==> src/rtl/akg_pkg.sv <==
// Package: payload structs and NAL header constants for the Annex B keyframe gate.
package akg_pkg;

  localparam logic       REQ_BYTE  = 1'b0;
  localparam logic       REQ_FLUSH = 1'b1;

  localparam logic [7:0] START_BYTE = 8'h01;

  localparam logic [5:0] HEVC_TYPE_MASK = 6'h3F;
  localparam logic [5:0] HEVC_VPS       = 6'd32;
  localparam logic [5:0] HEVC_SPS       = 6'd33;
  localparam logic [5:0] HEVC_PPS       = 6'd34;
  localparam logic [5:0] HEVC_IDR_W     = 6'd19;
  localparam logic [5:0] HEVC_IDR_N     = 6'd20;

  localparam logic [4:0] AVC_TYPE_MASK = 5'h1F;
  localparam logic [4:0] AVC_SPS       = 5'd7;
  localparam logic [4:0] AVC_PPS       = 5'd8;
  localparam logic [4:0] AVC_IDR       = 5'd5;

  localparam logic [1:0] ZERO_RUN_MAX = 2'd3;

  typedef struct packed {
    logic       req_type;
    logic [7:0] data_byte;
    logic       last_byte;
  } in_t;

  typedef struct packed {
    logic idr_in_packet;
    logic vps_seen;
    logic sps_seen;
    logic pps_seen;
    logic params_complete;
    logic waiting_keyframe;
    logic keyframe_resumed;
  } out_t;

endpackage

==> src/rtl/akg_scanner.sv <==
// Start code scanner, NAL type decode and keyframe gate state.
module akg_scanner (
  input  logic          clk,
  input  logic          rst,
  input  logic          step,
  input  akg_pkg::in_t  item,
  input  logic          hevc_mode,
  output logic          res_valid,
  output akg_pkg::out_t res
);

  logic [1:0] zero_run, zero_run_next;
  logic       header_next, header_next_next;
  logic       long_code, long_code_next;
  logic       packet_idr, packet_idr_next;
  logic       have_vps, have_vps_next;
  logic       have_sps, have_sps_next;
  logic       have_pps, have_pps_next;
  logic       wait_flag, wait_flag_next;

  logic       flush;
  logic       hdr_read;
  logic [5:0] hevc_type;
  logic [4:0] avc_type;
  logic       params;
  logic       resumed;

  assign flush     = (item.req_type == akg_pkg::REQ_FLUSH);
  assign hevc_type = item.data_byte[6:1] & akg_pkg::HEVC_TYPE_MASK;
  assign avc_type  = item.data_byte[4:0] & akg_pkg::AVC_TYPE_MASK;
  // header after a short code on the packet's last byte is dropped
  assign hdr_read  = header_next && !(item.last_byte && !long_code);

  always_comb begin
    zero_run_next    = zero_run;
    header_next_next = header_next;
    long_code_next   = long_code;
    packet_idr_next  = packet_idr;
    have_vps_next    = have_vps;
    have_sps_next    = have_sps;
    have_pps_next    = have_pps;
    wait_flag_next   = wait_flag;
    params           = 1'b0;
    resumed          = 1'b0;
    res_valid        = 1'b0;

    if (flush) begin
      wait_flag_next = 1'b1;
    end else begin
      if (hdr_read) begin
        if (hevc_mode) begin
          if (hevc_type == akg_pkg::HEVC_VPS) begin
            have_vps_next = 1'b1;
          end else if (hevc_type == akg_pkg::HEVC_SPS) begin
            have_sps_next = 1'b1;
          end else if (hevc_type == akg_pkg::HEVC_PPS) begin
            have_pps_next = 1'b1;
          end else if (hevc_type == akg_pkg::HEVC_IDR_W ||
                       hevc_type == akg_pkg::HEVC_IDR_N) begin
            packet_idr_next = 1'b1;
          end
        end else begin
          if (avc_type == akg_pkg::AVC_SPS) begin
            have_sps_next = 1'b1;
          end else if (avc_type == akg_pkg::AVC_PPS) begin
            have_pps_next = 1'b1;
          end else if (avc_type == akg_pkg::AVC_IDR) begin
            packet_idr_next = 1'b1;
          end
        end
      end
      header_next_next = 1'b0;
      long_code_next   = 1'b0;

      if (item.data_byte == 8'h00) begin
        if (zero_run != akg_pkg::ZERO_RUN_MAX) begin
          zero_run_next = zero_run + 2'd1;
        end
      end else begin
        if (item.data_byte == akg_pkg::START_BYTE && zero_run[1]) begin
          header_next_next = 1'b1;
          long_code_next   = (zero_run == akg_pkg::ZERO_RUN_MAX);
        end
        zero_run_next = 2'd0;
      end

      if (item.last_byte) begin
        params    = have_sps_next && have_pps_next && (!hevc_mode || have_vps_next);
        resumed   = wait_flag && params && packet_idr_next;
        res_valid = 1'b1;
        if (resumed) begin
          wait_flag_next = 1'b0;
        end
      end
    end
  end

  always_comb begin
    res.idr_in_packet    = packet_idr_next;
    res.vps_seen         = have_vps_next;
    res.sps_seen         = have_sps_next;
    res.pps_seen         = have_pps_next;
    res.params_complete  = params;
    res.waiting_keyframe = wait_flag_next;
    res.keyframe_resumed = resumed;
  end

  always_ff @(posedge clk) begin
    if (rst) begin
      zero_run    <= 2'd0;
      header_next <= 1'b0;
      long_code   <= 1'b0;
      packet_idr  <= 1'b0;
      have_vps    <= 1'b0;
      have_sps    <= 1'b0;
      have_pps    <= 1'b0;
      wait_flag   <= 1'b1;
    end else if (step) begin
      have_vps  <= have_vps_next;
      have_sps  <= have_sps_next;
      have_pps  <= have_pps_next;
      wait_flag <= wait_flag_next;
      // packet end: no start code spans two packets
      if (res_valid) begin
        zero_run    <= 2'd0;
        header_next <= 1'b0;
        long_code   <= 1'b0;
        packet_idr  <= 1'b0;
      end else begin
        zero_run    <= zero_run_next;
        header_next <= header_next_next;
        long_code   <= long_code_next;
        packet_idr  <= packet_idr_next;
      end
    end
  end

`ifndef SYNTH
  a_pkt_end_clears: assert property (@(posedge clk) disable iff (rst)
    step && res_valid |=> zero_run == 2'd0 && !header_next && !packet_idr)
    else $error("scan state not cleared at packet end");

  a_sps_sticky: assert property (@(posedge clk) disable iff (rst)
    !$past(rst) && $past(have_sps) |-> have_sps)
    else $error("parameter set mark dropped");

  a_resume_cause: assert property (@(posedge clk) disable iff (rst)
    res_valid && res.keyframe_resumed |-> res.params_complete && res.idr_in_packet
      && wait_flag)
    else $error("resume without parameter sets and IDR");
`endif

endmodule

==> src/rtl/annexb_nal_keyframe_gate.sv <==
// Top level: input register, scanner, result register and mode register.
//
//   channel | dir | handshake          | payload
//   in      | in  | in_valid/in_stall  | in_data  (akg_pkg::in_t)
//   out     | out | out_valid/out_stall| out_data (akg_pkg::out_t)
//   cfg     | in  | cfg_wen            | cfg_data (hevc_mode)
//
// One item per cycle while in_stall is low; a packet's result passes through the
// input register, then the result register, once its last byte is taken.
// Reset clears the scan state, the parameter set marks and hevc_mode, and
// sets the wait-for-keyframe flag.
// A stalled result holds the result register; bytes and flushes that give no
// result keep moving, a last byte waits in the input register.
module annexb_nal_keyframe_gate (
  input  logic          clk,
  input  logic          rst,
  input  logic          in_valid,
  output logic          in_stall,
  input  akg_pkg::in_t  in_data,
  output logic          out_valid,
  input  logic          out_stall,
  output akg_pkg::out_t out_data,
  input  logic          cfg_wen,
  input  logic          cfg_data
);

  logic          hevc_mode;
  logic          s1_valid;
  akg_pkg::in_t  s1_data;
  logic          advance;
  logic          res_valid;
  akg_pkg::out_t res;

  // item with a result needs a free result register
  assign advance  = s1_valid && (!res_valid || !out_valid || !out_stall);
  assign in_stall = s1_valid && !advance;

  always_ff @(posedge clk) begin
    if (rst) begin
      hevc_mode <= 1'b0;
    end else if (cfg_wen) begin
      hevc_mode <= cfg_data;
    end
  end

  always_ff @(posedge clk) begin
    if (rst) begin
      s1_valid <= 1'b0;
    end else if (in_valid && !in_stall) begin
      s1_valid <= 1'b1;
    end else if (advance) begin
      s1_valid <= 1'b0;
    end
  end

  always_ff @(posedge clk) begin
    if (in_valid && !in_stall) begin
      s1_data <= in_data;
    end
  end

  akg_scanner u_scanner (
    .clk       (clk),
    .rst       (rst),
    .step      (advance),
    .item      (s1_data),
    .hevc_mode (hevc_mode),
    .res_valid (res_valid),
    .res       (res)
  );

  always_ff @(posedge clk) begin
    if (rst) begin
      out_valid <= 1'b0;
    end else if (advance && res_valid) begin
      out_valid <= 1'b1;
    end else if (!out_stall) begin
      out_valid <= 1'b0;
    end
  end

  always_ff @(posedge clk) begin
    if (advance && res_valid) begin
      out_data <= res;
    end
  end

`ifndef SYNTH
  a_stall_cause: assert property (@(posedge clk) disable iff (rst)
    in_stall |-> s1_valid && out_valid && out_stall)
    else $error("input stalled without a held result");

  a_no_result: assert property (@(posedge clk) disable iff (rst)
    s1_valid && (s1_data.req_type == akg_pkg::REQ_FLUSH || !s1_data.last_byte)
      |=> out_valid == $past(out_valid && out_stall))
    else $error("result from an item that gives none");

  a_result_loaded: assert property (@(posedge clk) disable iff (rst)
    advance && res_valid |=> out_valid)
    else $error("packet end result lost");
`endif

endmodule

==> config.mk <==
export PLATFORM = sky130hd
export DESIGN_NAME = annexb_nal_keyframe_gate
export DESIGN_NICKNAME = d
export VERILOG_FILES = /design/src/rtl/akg_pkg.sv /design/src/rtl/akg_scanner.sv /design/src/rtl/annexb_nal_keyframe_gate.sv
export SDC_FILE = /design/constraint.sdc
export NUM_CORES = 1
export LEC_CHECK = 0
export BUFFER_PORTS_ARGS = -buffer_cell sky130_fd_sc_hd__buf_4
export CORE_MARGIN = 1
export CORE_UTILIZATION = 50
export CTS_CLUSTER_DIAMETER = 30
export DETAILED_ROUTE_END_ITERATION = 10
export GPL_TIMING_DRIVEN = 0
export PLACE_DENSITY = 0.8
export SYNTH_ARGS = -nofsm -noshare
export SYNTH_HDL_FRONTEND = slang
export SYNTH_SLANG_ARGS = --single-unit
==> constraint.sdc <==
create_clock -name clk -period 2.48 [get_ports clk]
set_input_delay 0.496 -clock clk [delete_from_list [all_inputs] [get_ports clk]]
set_output_delay 0.496 -clock clk [all_outputs]
set_load 0.01 [all_outputs]
==> summary.txt <==
Routing
  – DRC violations left: 0
  – Final WL: 2540 um
  – Drt wl/cell: 14.6 um
  – Vias per cell: 5.70
  – Post-route ant nets: 0
  – First-pass iteration count of the detailed router: 4
  – DR iter-0 viols: 24
  – Via count: 991

STA
  – Post-route clock period utilization: 86.3%
  – RSZ-0062 raised after global routing: no
  – Slew @ Worst Pin: 0.835 ns
  – Final Hold Viols: 0
  – Peak Freq: 467 MHz
  – Final setup fails: 0
  – Worst Clk Skew: 0.00599 ns
  – Slew HR: 44.1%
  – Min Tclk post-route: 2.14 ns
  – Setup Total Neg Slack: 0 ns
  – Fin. max-slew vios: 0

Placed design
  – IO buf count: 24
  – DP Wirelength: 1830 um
  – DP Area: 1510 um2
  – Placer congestion estimate: 0.859

Pwr
  – Leak: 0.000618 uW
  – Power Density: 625 nW/um2
  – Peak supply drop: 0.520 mV

Floorplan
  – Initial Util: 52.6%
  – Die X-Extent: 52.8 um
  – Die area: 2790 um2
  – Core outline area: 2450 um2
  – Std cell rows: 18
  – I/O pin count: 25
  – Die Y: 52.8 um

Global route
  – Vias in the first global route: 982
  – Largest net degree at the start of global routing: 11
  – Total track usage: 23.0%
  – Initial antenna violation count: 0
  – GRT Residual Overflow: 0
  – Global-route wire length before repair: 4240 um

Synthesis
  – Synth cell types: 40
  – Post-synth ARST share: 0%
  – Synth Warn #: 0
  – Syn nets: 129
  – Post-Syn Instances: 112
  – Post-synth EDFFs: 17
  – Seq/Total Area, Yosys: 58.1%
  – Netlist Area Pre-Place: 1290 um2
  – Avg Inst Size Synth: 11.5 um2
  – Synthesized flop and latch total: 29
  – Ys flop type: edfxtp_1

Clock tree
  – # clock sinks: 29
  – Clock-pin slew on the worst setup and hold paths: 0.09 ns
  – Hold Buf Count CTS: 0
  – CTS tree: done
  – Cts repair resizes: 0
  – CTS Buf Count: 5
  – Clk buf depth: 2
  – Clk root buf: clkbuf_4
  – Clock Latency Late Sink: 0.33 ns
  – Postcts setup bufs: 0
  – CTS H-tree lvls: 2

Layout
  – Post-route design area: 1590 um2
  – Layout Nets: 160
  – Share of layout cells above drive strength 1: 26.4%
  – Most frequent cells in the layout: buf_4 (24), edfxtp_1 (17), nor2_1 (12), dfxtp_1 (12)
  – Antenna diodes: 0
  – Area Growth Syn to Fin: 23.4%
  – Most common cell after layout, fill and taps aside: buf_4

Critical path
  – RR Endpoint: out_data[1]$_DFFE_PP_
  – Worst Reg2Reg Path Length in Cells: 5
  – Req. time, crit path: 1.98 ns
  – Crit. End Element: output pin
  – Startpoint Class: flop
  – Register-to-register setup slack: 0.52 ns
  – Worst path arrival time: 1.65 ns
  – Worst-path fanout max: 8
  – Crit Path Class: reg2out
  – Launching point of the worst reg2reg path: s1_data[5]$_DFFE_PP_

Min path
  – HP Class: in2reg
  – Min-Delay Endpoint: s1_data[9]$_DFFE_PP_
  – Worst Hold Launch: in_data[9]
  – Hold path cells: 1

Outcome
  – Status: finished, final reports clean

Flow run
  – Max-cap violations: 0
-- area by class of cell --
type                    count  area (um2)
fillers                   207         861
flip-flops and latches     29         751
multi-input cells          71         488
repair buffers             24         180
clock buffers               7        55.1
inverters                  10        37.5
well taps                  30        37.5
clock inverters             1        30.0
plain buffers               2        15.0
-- synth_stat cells (2+ instances only) --
library cell	instances	area share [%]
nor4_1	2	0.97
nand2_1	5	1.5
or2_1	2	0.97
inv_1	10	2.9
a21oi_1	10	3.9
and3b_1	2	1.4
o21a_1	2	1.2
nor2_1	12	3.5
a22oi_1	2	1.2
a31oi_1	2	0.97
o21ai_0	2	0.78
dfxtp_1	12	19
and2_1	2	0.97
a211oi_1	3	1.7
mux2i_1	2	1.6
nor3_1	2	0.78
edfxtp_1	17	40
-- worst max-delay path: stages (launching register included) --
cell and delay (ns):
edfxtp_1 0.52, nand2b_1 0.22, or3_1 0.37, inv_1 0.08, buf_4 0.12
-- kinds of logic (layout without fill, tap and decap cells) --
group | Yosys count | in the layout | synth area share [%]
DFF | 29 | 29 | 58.1
muxes | 2 | 2 | 1.55
and+or+nand+nor | 38 | 38 | 17.7
adders and majority gates | 1 | 1 | 0.969
buffers and inverters | 12 | 44 | 4.07
AOI/OAI and AO/OA | 30 | 30 | 17.5
-- through the flow --
step	power [uW]	worst slack [ns]	hold WS (ns)	instances	utilization (%)
CTS	1010	0.324	0.314	174	64.9
finish	996	0.339	0.334	174	64.9
global route	1030	0.216	0.310	174	64.9
global placement	603	0.609	0.494	166	61.5
floorplan	573	0.720	0.466	112	-
detailed placement	606	0.561	0.501	166	61.5
-- report_power, final --
part,switching (uW),internal (uW),total (uW)
sequential,13.7,522,536
clock,160,241,400
combinational,28.6,30.8,59.4
-- how the worst max path moves through the flow --
stage | start | end | slack, ns | cells past startpoint
CTS | s1_data[9]$_DFFE_PP_ | in_stall | 0.32 | 4
detailed placement | s1_data[4]$_DFFE_PP_ | out_data[1]$_DFFE_PP_ | 0.56 | 5
finish | s1_data[9]$_DFFE_PP_ | in_stall | 0.34 | 4
global route | s1_data[9]$_DFFE_PP_ | in_stall | 0.22 | 4
floorplan | s1_data[5]$_DFFE_PP_ | out_data[1]$_DFFE_PP_ | 0.72 | 5
global placement | out_stall | out_data[4]$_DFFE_PP_ | 0.61 | 4
-- state kept, by name, summed over array words and instances (netlist names) --
| signal | flops |
|---|---|
| u_scanner.wait_flag | 1 |
| out_data | 7 |
| hevc_mode | 1 |
| u_scanner.have_vps | 1 |
| out_valid | 1 |
| u_scanner.have_sps | 1 |
| u_scanner.zero_run | 2 |
| u_scanner.header_next | 1 |
| u_scanner.have_pps | 1 |
| u_scanner.long_code | 1 |
| s1_data | 10 |
| u_scanner.packet_idr | 1 |
| s1_valid | 1 |
-- metal layers --
layer	part of all wire, %	routed length [um]	global-route usage [%]
met5	0	0	0
met4	3.7	95	19.3
met3	5.8	148	7.25
met2	50	1260	36.3
met1	41	1030	24.6
Power figures use the tool's default switching activity.
